--- config.mk ---
export PLATFORM = sky130hd
export DESIGN_NAME = radio_channel_index_converter_core
export DESIGN_NICKNAME = d
export VERILOG_FILES = /design/src/rcic_pkg.sv /design/src/rcic_decode.sv /design/src/rcic_mult.sv /design/src/rcic_remain.sv /design/src/rcic_resolve.sv /design/src/radio_channel_index_converter_core.sv
export SDC_FILE = /design/constraint.sdc
export NUM_CORES = 1
export LEC_CHECK = 0
export BUFFER_PORTS_ARGS = -buffer_cell sky130_fd_sc_hd__buf_2
export CORE_MARGIN = 1
export CORE_UTILIZATION = 65
export CTS_CLUSTER_SIZE = 10
export DETAILED_ROUTE_END_ITERATION = 16
export PLACE_DENSITY = 0.9
export RECOVER_POWER = 100
export SETUP_SLACK_MARGIN = 0.1
export SLEW_MARGIN = 20
export SYNTH_ARGS = -nofsm -noshare
export SYNTH_HDL_FRONTEND = slang
export SYNTH_SLANG_ARGS = --single-unit
export TNS_END_PERCENT = 5
--- constraint.sdc ---
create_clock -name clk_i -period 8.1 [get_ports clk_i]
set_input_delay 1.62 -clock clk_i [delete_from_list [all_inputs] [get_ports clk_i]]
set_output_delay 1.62 -clock clk_i [all_outputs]
set_load 0.02 [all_outputs]
--- src/rcic_pkg.sv ---
// Shared types and constants for the radio channel index converter.
// Holds band tables, request codes and the inter-stage structs; no dependencies.
package rcic_pkg;

  localparam logic [1:0] ACT_IDX_TO_KHZ = 2'd0;
  localparam logic [1:0] ACT_KHZ_TO_IDX = 2'd1;
  localparam logic [1:0] ACT_COUNT      = 2'd2;

  localparam logic [1:0] BAND_COM_FINE = 2'd0;
  localparam logic [1:0] BAND_COM_25   = 2'd1;
  localparam logic [1:0] BAND_NAV      = 2'd2;

  localparam int unsigned ValueW = 18;
  localparam int unsigned IdxW   = 12;
  localparam int unsigned BaseW  = 17;
  localparam int unsigned SpaceW = 7;
  localparam int unsigned RecipW = 20;
  localparam int unsigned RecipSh = 24;
  localparam int unsigned QuotW  = 13;
  localparam int unsigned RemW   = 8;
  localparam int unsigned CountW = 12;

  localparam logic [BaseW-1:0] BASE_COM = 17'd118000;
  localparam logic [BaseW-1:0] BASE_NAV = 17'd108000;

  localparam logic [SpaceW-1:0] SPACE_FINE = 7'd100;
  localparam logic [SpaceW-1:0] SPACE_25   = 7'd25;
  localparam logic [SpaceW-1:0] SPACE_NAV  = 7'd50;

  // floor(2^24 / spacing); quotient estimate is at most one low
  localparam logic [RecipW-1:0] RECIP_FINE = 20'd167772;
  localparam logic [RecipW-1:0] RECIP_25   = 20'd671088;
  localparam logic [RecipW-1:0] RECIP_NAV  = 20'd335544;

  localparam logic [CountW-1:0] COUNT_FINE = 12'd3040;
  localparam logic [CountW-1:0] COUNT_25   = 12'd760;
  localparam logic [CountW-1:0] COUNT_NAV  = 12'd200;

  localparam logic [SpaceW-1:0] FINE_OFFSET [16] = '{
    7'd0, 7'd5, 7'd10, 7'd15, 7'd25, 7'd30, 7'd35, 7'd40,
    7'd50, 7'd55, 7'd60, 7'd65, 7'd75, 7'd80, 7'd85, 7'd90
  };

  typedef enum logic [1:0] {
    KIND_IDX = 2'd0,
    KIND_KHZ = 2'd1,
    KIND_CNT = 2'd2,
    KIND_BAD = 2'd3
  } kind_e;

  typedef struct packed {
    kind_e              kind;
    logic               fine;
    logic [ValueW-1:0]  r;
    logic [IdxW-1:0]    step;
    logic [SpaceW-1:0]  spacing;
    logic [SpaceW-1:0]  off;
    logic [BaseW-1:0]   base;
    logic [RecipW-1:0]  recip;
    logic [CountW-1:0]  count;
  } s1_t;

  typedef struct packed {
    kind_e              kind;
    logic               fine;
    logic [ValueW-1:0]  r;
    logic [QuotW-1:0]   q0;
    logic [SpaceW-1:0]  spacing;
    logic [ValueW-1:0]  idx_khz;
    logic [CountW-1:0]  count;
  } s2_t;

  typedef struct packed {
    kind_e              kind;
    logic               fine;
    logic [QuotW-1:0]   q0;
    logic [RemW-1:0]    rem0;
    logic [SpaceW-1:0]  spacing;
    logic [ValueW-1:0]  idx_khz;
    logic [CountW-1:0]  count;
  } s3_t;

endpackage

--- src/rcic_decode.sv ---
// First pipeline stage: decodes band and action, subtracts the band base.
// Depends on rcic_pkg.
module rcic_decode (
  input  logic                       clk_i,
  input  logic                       rst_ni,
  input  logic                       in_valid_i,
  output logic                       in_stall_o,
  input  logic [1:0]                 action_i,
  input  logic [1:0]                 band_i,
  input  logic [rcic_pkg::IdxW-1:0]  channel_index_i,
  input  logic [rcic_pkg::ValueW-1:0] freq_khz_i,
  output logic                       out_valid_o,
  input  logic                       out_stall_i,
  output rcic_pkg::s1_t              out_o
);

  rcic_pkg::s1_t data_d, data_q;
  logic          valid_q;
  logic          band_ok;
  logic          below;

  always_comb begin
    data_d         = '0;
    band_ok        = 1'b1;
    data_d.fine    = (band_i == rcic_pkg::BAND_COM_FINE);
    case (band_i)
      rcic_pkg::BAND_COM_FINE: begin
        data_d.base    = rcic_pkg::BASE_COM;
        data_d.spacing = rcic_pkg::SPACE_FINE;
        data_d.recip   = rcic_pkg::RECIP_FINE;
        data_d.count   = rcic_pkg::COUNT_FINE;
      end
      rcic_pkg::BAND_COM_25: begin
        data_d.base    = rcic_pkg::BASE_COM;
        data_d.spacing = rcic_pkg::SPACE_25;
        data_d.recip   = rcic_pkg::RECIP_25;
        data_d.count   = rcic_pkg::COUNT_25;
      end
      rcic_pkg::BAND_NAV: begin
        data_d.base    = rcic_pkg::BASE_NAV;
        data_d.spacing = rcic_pkg::SPACE_NAV;
        data_d.recip   = rcic_pkg::RECIP_NAV;
        data_d.count   = rcic_pkg::COUNT_NAV;
      end
      default: band_ok = 1'b0;
    endcase

    below    = (freq_khz_i < {1'b0, data_d.base});
    data_d.r = freq_khz_i - {1'b0, data_d.base};

    if (data_d.fine) begin
      data_d.step = {4'b0, channel_index_i[rcic_pkg::IdxW-1:4]};
      data_d.off  = rcic_pkg::FINE_OFFSET[channel_index_i[3:0]];
    end else begin
      data_d.step = channel_index_i;
      data_d.off  = '0;
    end

    case (action_i)
      rcic_pkg::ACT_IDX_TO_KHZ: data_d.kind = rcic_pkg::KIND_IDX;
      rcic_pkg::ACT_KHZ_TO_IDX: data_d.kind = below ? rcic_pkg::KIND_BAD : rcic_pkg::KIND_KHZ;
      rcic_pkg::ACT_COUNT:      data_d.kind = rcic_pkg::KIND_CNT;
      default:                  data_d.kind = rcic_pkg::KIND_BAD;
    endcase
    if (!band_ok) begin
      data_d.kind = rcic_pkg::KIND_BAD;
    end
  end

  assign in_stall_o  = valid_q && out_stall_i;
  assign out_valid_o = valid_q;
  assign out_o       = data_q;

  always_ff @(posedge clk_i or negedge rst_ni) begin
    if (!rst_ni) begin
      valid_q <= 1'b0;
    end else if (!in_stall_o) begin
      valid_q <= in_valid_i;
    end
  end

  always_ff @(posedge clk_i) begin
    if (in_valid_i && !in_stall_o) begin
      data_q <= data_d;
    end
  end

endmodule

--- src/rcic_mult.sv ---
// Second pipeline stage: reciprocal multiply for the quotient estimate and
// index-to-kHz scaling. Depends on rcic_pkg.
module rcic_mult (
  input  logic           clk_i,
  input  logic           rst_ni,
  input  logic           in_valid_i,
  output logic           in_stall_o,
  input  rcic_pkg::s1_t  in_i,
  output logic           out_valid_o,
  input  logic           out_stall_i,
  output rcic_pkg::s2_t  out_o
);

  localparam int unsigned ProdW = rcic_pkg::ValueW + rcic_pkg::RecipW;

  rcic_pkg::s2_t    data_d, data_q;
  logic             valid_q;
  logic [ProdW-1:0] prod;
  logic [19:0]      khz_sum;

  always_comb begin
    prod    = ProdW'(in_i.r) * ProdW'(in_i.recip);
    khz_sum = 20'(in_i.step) * 20'(in_i.spacing) + 20'(in_i.base) + 20'(in_i.off);

    data_d         = '0;
    data_d.kind    = in_i.kind;
    data_d.fine    = in_i.fine;
    data_d.r       = in_i.r;
    data_d.q0      = prod[rcic_pkg::RecipSh +: rcic_pkg::QuotW];
    data_d.spacing = in_i.spacing;
    data_d.idx_khz = khz_sum[rcic_pkg::ValueW-1:0];
    data_d.count   = in_i.count;
  end

  assign in_stall_o  = valid_q && out_stall_i;
  assign out_valid_o = valid_q;
  assign out_o       = data_q;

  always_ff @(posedge clk_i or negedge rst_ni) begin
    if (!rst_ni) begin
      valid_q <= 1'b0;
    end else if (!in_stall_o) begin
      valid_q <= in_valid_i;
    end
  end

  always_ff @(posedge clk_i) begin
    if (in_valid_i && !in_stall_o) begin
      data_q <= data_d;
    end
  end

endmodule

--- src/rcic_remain.sv ---
// Third pipeline stage: back-multiplies the quotient estimate and forms the
// uncorrected remainder. Depends on rcic_pkg.
module rcic_remain (
  input  logic           clk_i,
  input  logic           rst_ni,
  input  logic           in_valid_i,
  output logic           in_stall_o,
  input  rcic_pkg::s2_t  in_i,
  output logic           out_valid_o,
  input  logic           out_stall_i,
  output rcic_pkg::s3_t  out_o
);

  rcic_pkg::s3_t               data_d, data_q;
  logic                        valid_q;
  logic [19:0]                 back;
  logic [rcic_pkg::ValueW-1:0] diff;

  always_comb begin
    back = 20'(in_i.q0) * 20'(in_i.spacing);
    diff = in_i.r - back[rcic_pkg::ValueW-1:0];

    data_d         = '0;
    data_d.kind    = in_i.kind;
    data_d.fine    = in_i.fine;
    data_d.q0      = in_i.q0;
    data_d.rem0    = diff[rcic_pkg::RemW-1:0];
    data_d.spacing = in_i.spacing;
    data_d.idx_khz = in_i.idx_khz;
    data_d.count   = in_i.count;
  end

  assign in_stall_o  = valid_q && out_stall_i;
  assign out_valid_o = valid_q;
  assign out_o       = data_q;

  always_ff @(posedge clk_i or negedge rst_ni) begin
    if (!rst_ni) begin
      valid_q <= 1'b0;
    end else if (!in_stall_o) begin
      valid_q <= in_valid_i;
    end
  end

  always_ff @(posedge clk_i) begin
    if (in_valid_i && !in_stall_o) begin
      data_q <= data_d;
    end
  end

endmodule

--- src/rcic_resolve.sv ---
// Last pipeline stage: corrects the quotient, finds the fine sub-step and
// registers the result. Depends on rcic_pkg.
module rcic_resolve (
  input  logic                        clk_i,
  input  logic                        rst_ni,
  input  logic                        in_valid_i,
  output logic                        in_stall_o,
  input  rcic_pkg::s3_t               in_i,
  output logic                        out_valid_o,
  input  logic                        out_stall_i,
  output logic [rcic_pkg::ValueW-1:0] value_o,
  output logic                        bad_request_o
);

  logic                         valid_q;
  logic [rcic_pkg::ValueW-1:0]  value_d, value_q;
  logic                         bad_d, bad_q;
  logic                         ge;
  logic [rcic_pkg::QuotW-1:0]   quot;
  logic [rcic_pkg::RemW-1:0]    rem_w;
  logic [rcic_pkg::SpaceW-1:0]  rem;
  logic [4:0]                   sub;
  logic [rcic_pkg::ValueW-1:0]  khz_idx;

  always_comb begin
    ge    = (in_i.rem0 >= {1'b0, in_i.spacing});
    quot  = in_i.q0 + rcic_pkg::QuotW'(ge);
    rem_w = ge ? (in_i.rem0 - {1'b0, in_i.spacing}) : in_i.rem0;
    rem   = rem_w[rcic_pkg::SpaceW-1:0];

    sub = 5'd16;
    for (int i = 15; i >= 0; i--) begin
      if (rcic_pkg::FINE_OFFSET[i] >= rem) begin
        sub = 5'(i);
      end
    end

    if (in_i.fine) begin
      khz_idx = {1'b0, quot, 4'b0} + rcic_pkg::ValueW'(sub);
    end else begin
      khz_idx = rcic_pkg::ValueW'(quot);
    end

    bad_d = 1'b0;
    case (in_i.kind)
      rcic_pkg::KIND_IDX: value_d = in_i.idx_khz;
      rcic_pkg::KIND_KHZ: value_d = khz_idx;
      rcic_pkg::KIND_CNT: value_d = rcic_pkg::ValueW'(in_i.count);
      default: begin
        value_d = '0;
        bad_d   = 1'b1;
      end
    endcase
  end

  assign in_stall_o    = valid_q && out_stall_i;
  assign out_valid_o   = valid_q;
  assign value_o       = value_q;
  assign bad_request_o = bad_q;

  always_ff @(posedge clk_i or negedge rst_ni) begin
    if (!rst_ni) begin
      valid_q <= 1'b0;
    end else if (!in_stall_o) begin
      valid_q <= in_valid_i;
    end
  end

  always_ff @(posedge clk_i) begin
    if (in_valid_i && !in_stall_o) begin
      value_q <= value_d;
      bad_q   <= bad_d;
    end
  end

endmodule

--- src/radio_channel_index_converter_core.sv ---
// Radio channel index converter: turns channel indices into kHz, kHz into
// channel indices, or reports channel counts for the COM fine-step, COM 25 kHz
// and NAV bands. One request enters per cycle unless in_stall_o is raised; each
// request passes through the four-stage pipeline (decode, reciprocal multiply,
// remainder, correction and sub-step search). Division by the channel spacing
// uses a fixed reciprocal multiply with a single correction step. A stall on
// the output holds every full stage back to the first empty one.
// Depends on rcic_pkg and the rcic stage modules.
module radio_channel_index_converter_core (
  input  logic                        clk_i,
  input  logic                        rst_ni,
  input  logic                        in_valid_i,
  output logic                        in_stall_o,
  input  logic [1:0]                  action_i,
  input  logic [1:0]                  band_i,
  input  logic [rcic_pkg::IdxW-1:0]   channel_index_i,
  input  logic [rcic_pkg::ValueW-1:0] freq_khz_i,
  output logic                        out_valid_o,
  input  logic                        out_stall_i,
  output logic [rcic_pkg::ValueW-1:0] value_o,
  output logic                        bad_request_o
);

  rcic_pkg::s1_t s1;
  rcic_pkg::s2_t s2;
  rcic_pkg::s3_t s3;
  logic          s1_valid, s2_valid, s3_valid;
  logic          s1_stall, s2_stall, s3_stall;

  rcic_decode u_decode (
    .clk_i           (clk_i),
    .rst_ni          (rst_ni),
    .in_valid_i      (in_valid_i),
    .in_stall_o      (in_stall_o),
    .action_i        (action_i),
    .band_i          (band_i),
    .channel_index_i (channel_index_i),
    .freq_khz_i      (freq_khz_i),
    .out_valid_o     (s1_valid),
    .out_stall_i     (s1_stall),
    .out_o           (s1)
  );

  rcic_mult u_mult (
    .clk_i       (clk_i),
    .rst_ni      (rst_ni),
    .in_valid_i  (s1_valid),
    .in_stall_o  (s1_stall),
    .in_i        (s1),
    .out_valid_o (s2_valid),
    .out_stall_i (s2_stall),
    .out_o       (s2)
  );

  rcic_remain u_remain (
    .clk_i       (clk_i),
    .rst_ni      (rst_ni),
    .in_valid_i  (s2_valid),
    .in_stall_o  (s2_stall),
    .in_i        (s2),
    .out_valid_o (s3_valid),
    .out_stall_i (s3_stall),
    .out_o       (s3)
  );

  rcic_resolve u_resolve (
    .clk_i         (clk_i),
    .rst_ni        (rst_ni),
    .in_valid_i    (s3_valid),
    .in_stall_o    (s3_stall),
    .in_i          (s3),
    .out_valid_o   (out_valid_o),
    .out_stall_i   (out_stall_i),
    .value_o       (value_o),
    .bad_request_o (bad_request_o)
  );

endmodule
* After elaboration in Yosys (flattened, before gate mapping)
Memories as Yosys holds them, arrays and structs flattened. A register that Yosys moved wholly into a read port is not among the register bits.
Index checks and enable logic that the tools add are counted.
** Word-level totals
- Output and inout port bits :: 21
- Memory bits (writable) :: 0
- Input bits :: 38
- Bits in registers :: 234
- Bits in latches :: 0
- Word-level logic and storage cells :: 109
- Bits in read-only memories :: 112
- Memories kept :: 1
** Memories
- (no name shown) :: depth 16, width 7, read ports 1, clocked after memory_dff 1, write ports 0, RTL line rcic_decode.sv:53 : data_d.off = rcic_pkg::FINE_OFFSET[channel_index_i[3:0]];
** Operators by class
- Add/subtract/negate cells :: 7
- Equal/unequal tests :: 6
- Reductions and logical operators :: 18
- Shift operators :: 0
- Magnitude comparators :: 18
- Bitwise gates (word level) :: 1
- Div/mod/pow operators :: 0
- Multiplexer cells :: 26
- Multipliers :: 3
** Operators with widths (number)
- $pmux W49 S3 :: 1
- $mux W5 :: 16
- $pmux W18 S3 :: 1
- $mul A18 B20 Y37 :: 1
- $ge A6 B7 Y1 const A :: 5
- $ge A7 B7 Y1 const A :: 5
- $pmux W7 S3 :: 1
- $add A17 B5 Y18 :: 1
- $add A18 B17 Y18 :: 1
- $add A18 B7 Y18 :: 1
- $lt A18 B17 Y1 :: 1
- $mul A12 B7 Y18 :: 1
- $mux W18 :: 1
- $sub A18 B17 Y18 :: 1
- $ge A4 B7 Y1 const A :: 2
- $ge A5 B7 Y1 const A :: 2
- $add A13 B1 Y13 :: 1
- $mul A13 B7 Y8 :: 1
- $ge A8 B7 Y1 :: 1
- $logic_and A1 B1 Y1 :: 8
- $mux W8 :: 1
- $sub A8 B8 Y8 :: 1
- $ge A1 B7 Y1 const A :: 1
- $ge A3 B7 Y1 const A :: 1
- other kinds (11) :: 23

* Logic depth before layout (Yosys ltp)
Gate-level depths: netlist (run 1).
- Word-level depth :: 22
- Depth in mapped cells :: 25
- Mapped depth without buffers :: 23

* Modules after synthesis
From an unflattened synthesis (run 1), not the netlist that was laid out.
** Second synthesis, totals
- Cells, all modules :: 2471
- Area total of the unflattened synthesis :: 24935.2 um^2
** Modules (own cells, without submodules)
- rcic_mult :: area an instance 16470.8 um^2, times used 1, cells each 1715
- rcic_remain :: area an instance 3071.7 um^2, times used 1, cells each 212
- rcic_decode :: area an instance 2902.8 um^2, times used 1, cells each 251
- rcic_resolve :: area an instance 2489.9 um^2, times used 1, cells each 293

* Worst setup path after synthesis (run 1)
OpenSTA, ideal clock, no wires.
- Kind :: register to register
- Start :: register u_decode.out_o[7] (netlist name)
- End :: register u_mult.data_q, in the netlist u_mult.out_o[48] (data pin)
- Arrival :: 6.358 ns
- Path slack :: 1.547 ns
- Buffers on the path :: 2
- Library setup time :: 0.195 ns
- Stages on the path, launching flop included :: 25
- Data required time :: 7.905 ns
- Cells stage by stage :: edfxtp_1 clkbuf_1 clkbuf_1 nand2_1 fa_1 inv_1 fa_1 inv_1 fa_1 inv_1 fa_1 inv_1 fa_1 inv_1 fa_1 ha_1 a21oi_1 a21oi_1 nor2_1 a31oi_1 nand2_1 o21ai_0 a41oi_1 or4b_2 o311ai_0
** RTL lines
- to (signal assigned) :: RTL line rcic_mult.sv:49 : data_q <= data_d;
- to (decl) :: RTL line rcic_mult.sv:16 : rcic_pkg::s2_t data_d, data_q;

==> results.json, run 1 <==
{
  "status": "finished with violations",
  "violations": "capacitance limit, slew limit",
  "cp_max_fo": 18,
  "fin_area_sq_um": 21500,
  "critPathMaxStageDelay_ps": 810,
  "worstPathRequired_ps": 8350,
  "wire_per_inst_um": 19.6,
  "worst_slew_pin_slew_ps": 3190,
  "vias": 13500,
  "post-route-period-util_pct": 94.1,
  "setup_viol": 0,
  "setup_ws_ps": 480,
  "cts_tree": "yes",
  "hpwlAfterDp_mm": 38.5,
  "rrSetupSlack_ps": 480,
  "r2r_cells": 19,
  "area_growth_syn_to_layout_pct": 6.23,
  "htreeDepth": 4,
  "cts_resized": 0,
  "netlist.area_leader.share_pct": 31.9,
  "fin_cells": 2356,
  "ys_types": 69,
  "gp_congestion": 1.02,
  "min_from": "u_mult.out_o[28]",
  "synth_cells": 1894,
  "path_clk_slew_ps": 80,
  "grt_pass1_wl_mm": 75.5,
  "ys_seq_area_share_pct": 24.4,
  "dieHeight_um": 178,
  "path_class": "reg -> reg",
  "pin_count": 59,
  "clkLatencyLatePin_ps": 460,
  "timing.rr.end": "u_mult.out_o[48]",
  "cts-hold-fix-buffers": 0,
  "cp_slowest_cell": "edfxtp_1",
  "worstPathArrival_ps": 7870,
  "start_kind": "flop",
  "drtPass1Iterations": 5,
  "nets": 2520,
  "grt_max_degree": 49,
  "crit_chain": "clkbuf_1 > and2_0 > fa_1 > fa_1 > ha_1 > inv_1 > fa_1 > inv_1 > fa_1 > fa_1 > ha_1 > and4_1 > a31oi_1 > nand4_1 > nand2_1 > o21ai_0 > a41oi_1 > or4b_2 > o311ai_0",
  "cts_buffers": 17,
  "worstReg2RegStart": "u_decode.out_o[60]",
  "dpl_cell_area_sq_um": 21000,
  "placed_cells": 2324,
  "root_buffer": "clkbuf_16",
  "cpLargestDelayFamily": "adder cells",
  "diodes": 0,
  "drv_slew": 145,
  "synthTopCellsByCount": "inv_1 (443), fa_1 (322), ha_1 (213)",
  "postCtsSetupBuffers": 0,
  "drv_cap": 3,
  "antenna_found_initial": 1,
  "synthArstFlopShare_pct": 2.42,
  "timing.critical_path.buf_inv": 3,
  "crit_top_cell": "fa_1",
  "yosysMostFrequentCell": "inv_1",
  "syn_area_sq_um": 20200,
  "fin_setup_tns_ps": 0,
  "postRouteAntennaNets": 0,
  "rsz0062_at_grt": "no",
  "hold_depth": 0,
  "portBuffers": 58,
  "fillCellCount": 2140,
  "crit_path_end_kind": "flop",
  "met1_length_mm": 18.6,
  "die_area_sq_um": 31800,
  "grt_pass1_vias": 14600,
  "hold_class": "reg -> reg",
  "drive_gt1_share_pct": 4.54,
  "yosys.area.top_type": "fa_1",
  "drtIter0Drc": 987,
  "synth_warnings": 0,
  "dp_slack_ps": 881,
  "wirelength_mm": 46.2,
  "syn_nets": 2467,
  "fmax_ghz": 0.131,
  "track_usage_pct": 31.8,
  "rows": 64,
  "coreArea_sq_um": 30600,
  "final-hold-violation-count": 0,
  "min_to": "u_remain.out_o[28]",
  "grt.overflow.total": 0,
  "synth.avg_cell_area_sq_um": 10.7,
  "routed.top_layer": "met5",
  "viasPerCell": 5.73,
  "fin_skew_ps": 24.7,
  "slew-limit-headroom_pct": -113,
  "synth_edf_count": 161,
  "ys_dominant_reg_cell": "edfxtp_1",
  "finalCriticalPeriod_ps": 7620,
  "die_w_um": 178,
  "drc_errors": 0,
  "synth-seq-cells": 165,
  "synth_area_leaders": "fa_1 (32%), edfxtp_1 (24%), ha_1 (13%), inv_1 (8.2%), and2_1 (4.5%)",
  "clock_sinks": 165,
  "route.met2.wl_mm": 22.9,
  "dr_wl_met3_mm": 3.00,
  "initial_core_util_pct": 66.1,
  "clock_path_buffers": 2
}
metal layers:
layer  global-route usage [%]  vias up
li1                         -     6105
met1                     41.1     6763
met2                     53.6      540
met3                     5.37      100
met4                     12.0        2
met5                        0        -
cell usage in the layout, fill, tap and decap left out, types with 6 or more instances in the layout:
master,instances
a211oi_1,9
a21boi_0,6
a21o_1,14
a21oi_1,47
a31oi_1,8
and2_0,12
and2_1,132
and3_1,6
buf_2,33
clkbuf_1,31
clkbuf_16,17
edfxtp_1,161
fa_1,322
ha_1,213
inv_1,443
inv_6,6
mux2i_1,12
nand2_1,127
nand2b_1,11
nand3_1,27
nand4_1,9
nor2_1,56
nor2b_1,12
nor3_1,15
o21ai_0,40
o22ai_1,7
o31ai_1,7
xnor2_1,59
xor2_1,31
state kept, by name (all words and copies together) (netlist names):
name	flops
u_resolve.bad_request_o	1
u_remain.out_o	48
u_decode.out_o	46
u_remain.out_valid_o	1
u_mult.out_valid_o	1
u_decode.out_valid_o	1
u_mult.out_o	48
u_resolve.out_valid_o	1
u_resolve.value_o	18
cell families (layout without fill, tap and decap cells):
family | after synthesis | in the layout | synth area share, %
buf+inv | 477 | 543 | 8.86
mux | 20 | 20 | 1.13
simple gates | 429 | 429 | 10.9
compound gates | 177 | 177 | 5.76
xor+xnor | 90 | 90 | 3.90
fa+ha+maj | 536 | 536 | 45.1
flops | 165 | 165 | 24.4
cell type report:
cell class | instances | area (sq um) | area share, %
well taps | 396 | 495 | 2.31
multi-input cells | 1252 | 13500 | 62.8
flip-flops and latches | 165 | 4930 | 23.0
clock inverters | 15 | 160 | 0.745
repair buffers | 68 | 312 | 1.45
clock buffers | 17 | 425 | 1.98
inverters | 443 | 1660 | 7.74
how the worst max path moves through the flow:
| stage | startpoint | end | cells after the start | slack (ps) |
|---|---|---|---|---|
| 3_5_place_dp | u_decode.out_o[9] | u_mult.out_o[48] | 19 | 880 |
| 3_3_place_gp | u_decode.out_o[9] | u_mult.out_o[48] | 19 | 930 |
| 4_1_cts | u_decode.out_o[9] | u_mult.out_o[48] | 19 | 750 |
| 6_report | u_decode.out_o[60] | u_mult.out_o[48] | 19 | 480 |
| 5_1_grt | u_decode.out_o[60] | u_mult.out_o[48] | 18 | 210 |
| 2_1_floorplan | u_decode.out_o[7] | u_mult.out_o[48] | 24 | 1550 |
through the flow:
stage / util [%] / hold WS, ps
floorplan: - / 400
global placement: 68.6 / 400
detailed placement: 68.6 / 405
CTS: 70.5 / 420
global route: 70.3 / 420
finish: 70.3 / 420
Power of run 1 is left out: the tool's default activity adds up to more than one toggle a clock period on the data nets, which glitch-free logic cannot reach.
==> run 2: changes to the inputs <==
Settings changed: TNS_END_PERCENT 5 to 50.
Clock period 8.1 ns to 7.8 ns, I/O delays scaled along.
==> run 2 against run 1 <==
  * The flow still finishes with violations (capacitance limit, slew limit)
  * Core utilization grew 0.17 points
  * Sequential share of layout area shrank 0.055 points
  * Highest routed layer is now met4
  * Global-route usage grew 0.92 points
  * Wire length grew 3.6%
  * Critical endpoint unchanged
==> results.json, run 2 (synthesis gave the netlist of run 1 again) <==
{
  "nets": 2521,
  "hpwlAfterDp_mm": 39.0,
  "pin_count": 59,
  "vias": 13700,
  "cp_slowest_cell": "edfxtp_1",
  "cts_buffers": 17,
  "seq_area_sq_um": 4930,
  "cts_tree": "yes",
  "violations": "capacitance limit, slew limit",
  "drtPass1Iterations": 6,
  "path_clk_slew_ps": 70,
  "drc_errors": 0,
  "clkLatencyLatePin_ps": 460,
  "grt_pass1_vias": 14900,
  "final_cell_mix": "inv_1 (443), fa_1 (322), ha_1 (213)",
  "final-hold-violation-count": 0,
  "crit_top_cell": "fa_1",
  "cts_resized": 0,
  "fin_skew_ps": 20.9,
  "htreeDepth": 4,
  "wire_per_inst_um": 20.3,
  "postCtsSetupBuffers": 0,
  "coreArea_sq_um": 30600,
  "worst_slew_pin_slew_ps": 3270,
  "viasPerCell": 5.81,
  "postRouteAntennaNets": 0,
  "drive_gt1_share_pct": 4.69,
  "area_growth_syn_to_layout_pct": 6.48,
  "setup_viol": 0,
  "mostFrequentLayoutCell": "inv_1",
  "fmax_ghz": 0.139,
  "cp_max_fo": 27,
  "rsz0062_at_grt": "no",
  "cts-hold-fix-buffers": 0,
  "die_area_sq_um": 31800,
  "multiInputGateArea_sq_um": 13500,
  "status": "finished with violations",
  "hold_class": "reg -> reg",
  "grt_pass1_wl_mm": 77.3,
  "critPathMaxStageDelay_ps": 780,
  "clock_sinks": 165,
  "track_usage_pct": 32.7,
  "fin_setup_tns_ps": 0,
  "rows": 64,
  "worstPathArrival_ps": 7410,
  "portBuffers": 58,
  "root_buffer": "clkbuf_16",
  "dieHeight_um": 178,
  "gp_congestion": 1.04,
  "fillCellCount": 2137,
  "grt_max_degree": 49,
  "crit_chain": "and2_0 > fa_1 > inv_1 > fa_1 > inv_1 > fa_1 > inv_1 > fa_1 > fa_1 > inv_1 > fa_1 > ha_1 > nand4_1 > nor2_1 > o21ai_0 > a31oi_1 > nand2_1 > o21ai_0 > a41oi_1 > nor2b_1 > o311ai_0",
  "diodes": 0,
  "drv_cap": 3,
  "clock_path_buffers": 2,
  "wirelength_mm": 47.9,
  "die_w_um": 178,
  "path_class": "reg -> reg",
  "slew-limit-headroom_pct": -118,
  "initial_core_util_pct": 66.1,
  "finalCriticalPeriod_ps": 7180,
  "drtIter0Drc": 1214,
  "start_kind": "flop",
  "antenna_found_initial": 0,
  "post-route-period-util_pct": 92.1,
  "worstPathRequired_ps": 8030,
  "drv_slew": 145,
  "grt.overflow.total": 0,
  "crit_path_end_kind": "flop"
}
## run 2: cell count changes in the layout (fill, tap and decap cells not counted), sizes merged
cell	change
buf	+2
clkinvlp	-2
clkinv	+2
clkbuf	-1
## run 2: area by class of cell
type | count | area share (%)
Multi-Input combinational cell | 1252 | 62.7
Inverter | 443 | 7.72
Sequential cell | 165 | 22.9
Timing Repair Buffer | 69 | 1.50
Clock buffer | 17 | 1.97
Clock inverter | 15 | 0.929
Tap cell | 396 | 2.30
## run 2: path summary, 6_finish.rpt
kind,slack [ps],cells past startpoint,endpoint,from
setup / recovery,620,21,u_mult.out_o[48],u_decode.out_o[58]
hold / removal,420,0,u_remain.out_o[15],u_mult.out_o[15]
setup reg to reg,620,21,u_mult.out_o[48],u_decode.out_o[58]
hold reg to reg,420,0,u_remain.out_o[15],u_mult.out_o[15]
max in group asynchronous,6680,1,u_resolve.out_valid_o,rst_ni
min in group asynchronous,930,1,u_decode.out_valid_o,rst_ni
## run 2: per-stage QoR
step           cells  setup slack, ps  hold WS, ps  utilization (%)  area (sq um)
2_1_floorplan   1894             1250          400                -         20200
3_3_place_gp    2325              932          400             68.6         21000
3_5_place_dp    2325              831          405             68.6         21000
4_1_cts         2357              769          422             70.6         21600
5_1_grt         2357              308          424             70.4         21500
6_report        2357              618          421             70.4         21500
## run 2: routing by layer
layer	global-route usage (%)	part of all wire, %	up-vias
met5	0	0	-
met4	13.0	4.5	0
met3	6.65	7.4	156
met2	56.0	50	589
met1	40.5	38	6850
li1	-	-	6108
## run 2: worst max-delay path, delay by kind of cell (launching register included)
kind	cells	cell delay, ps
fa+ha+maj	7	3430
compound gates	5	1500
simple gates	5	1000
flops	1	780
buf+inv	4	250
Power of run 2 is left out for the same reason.
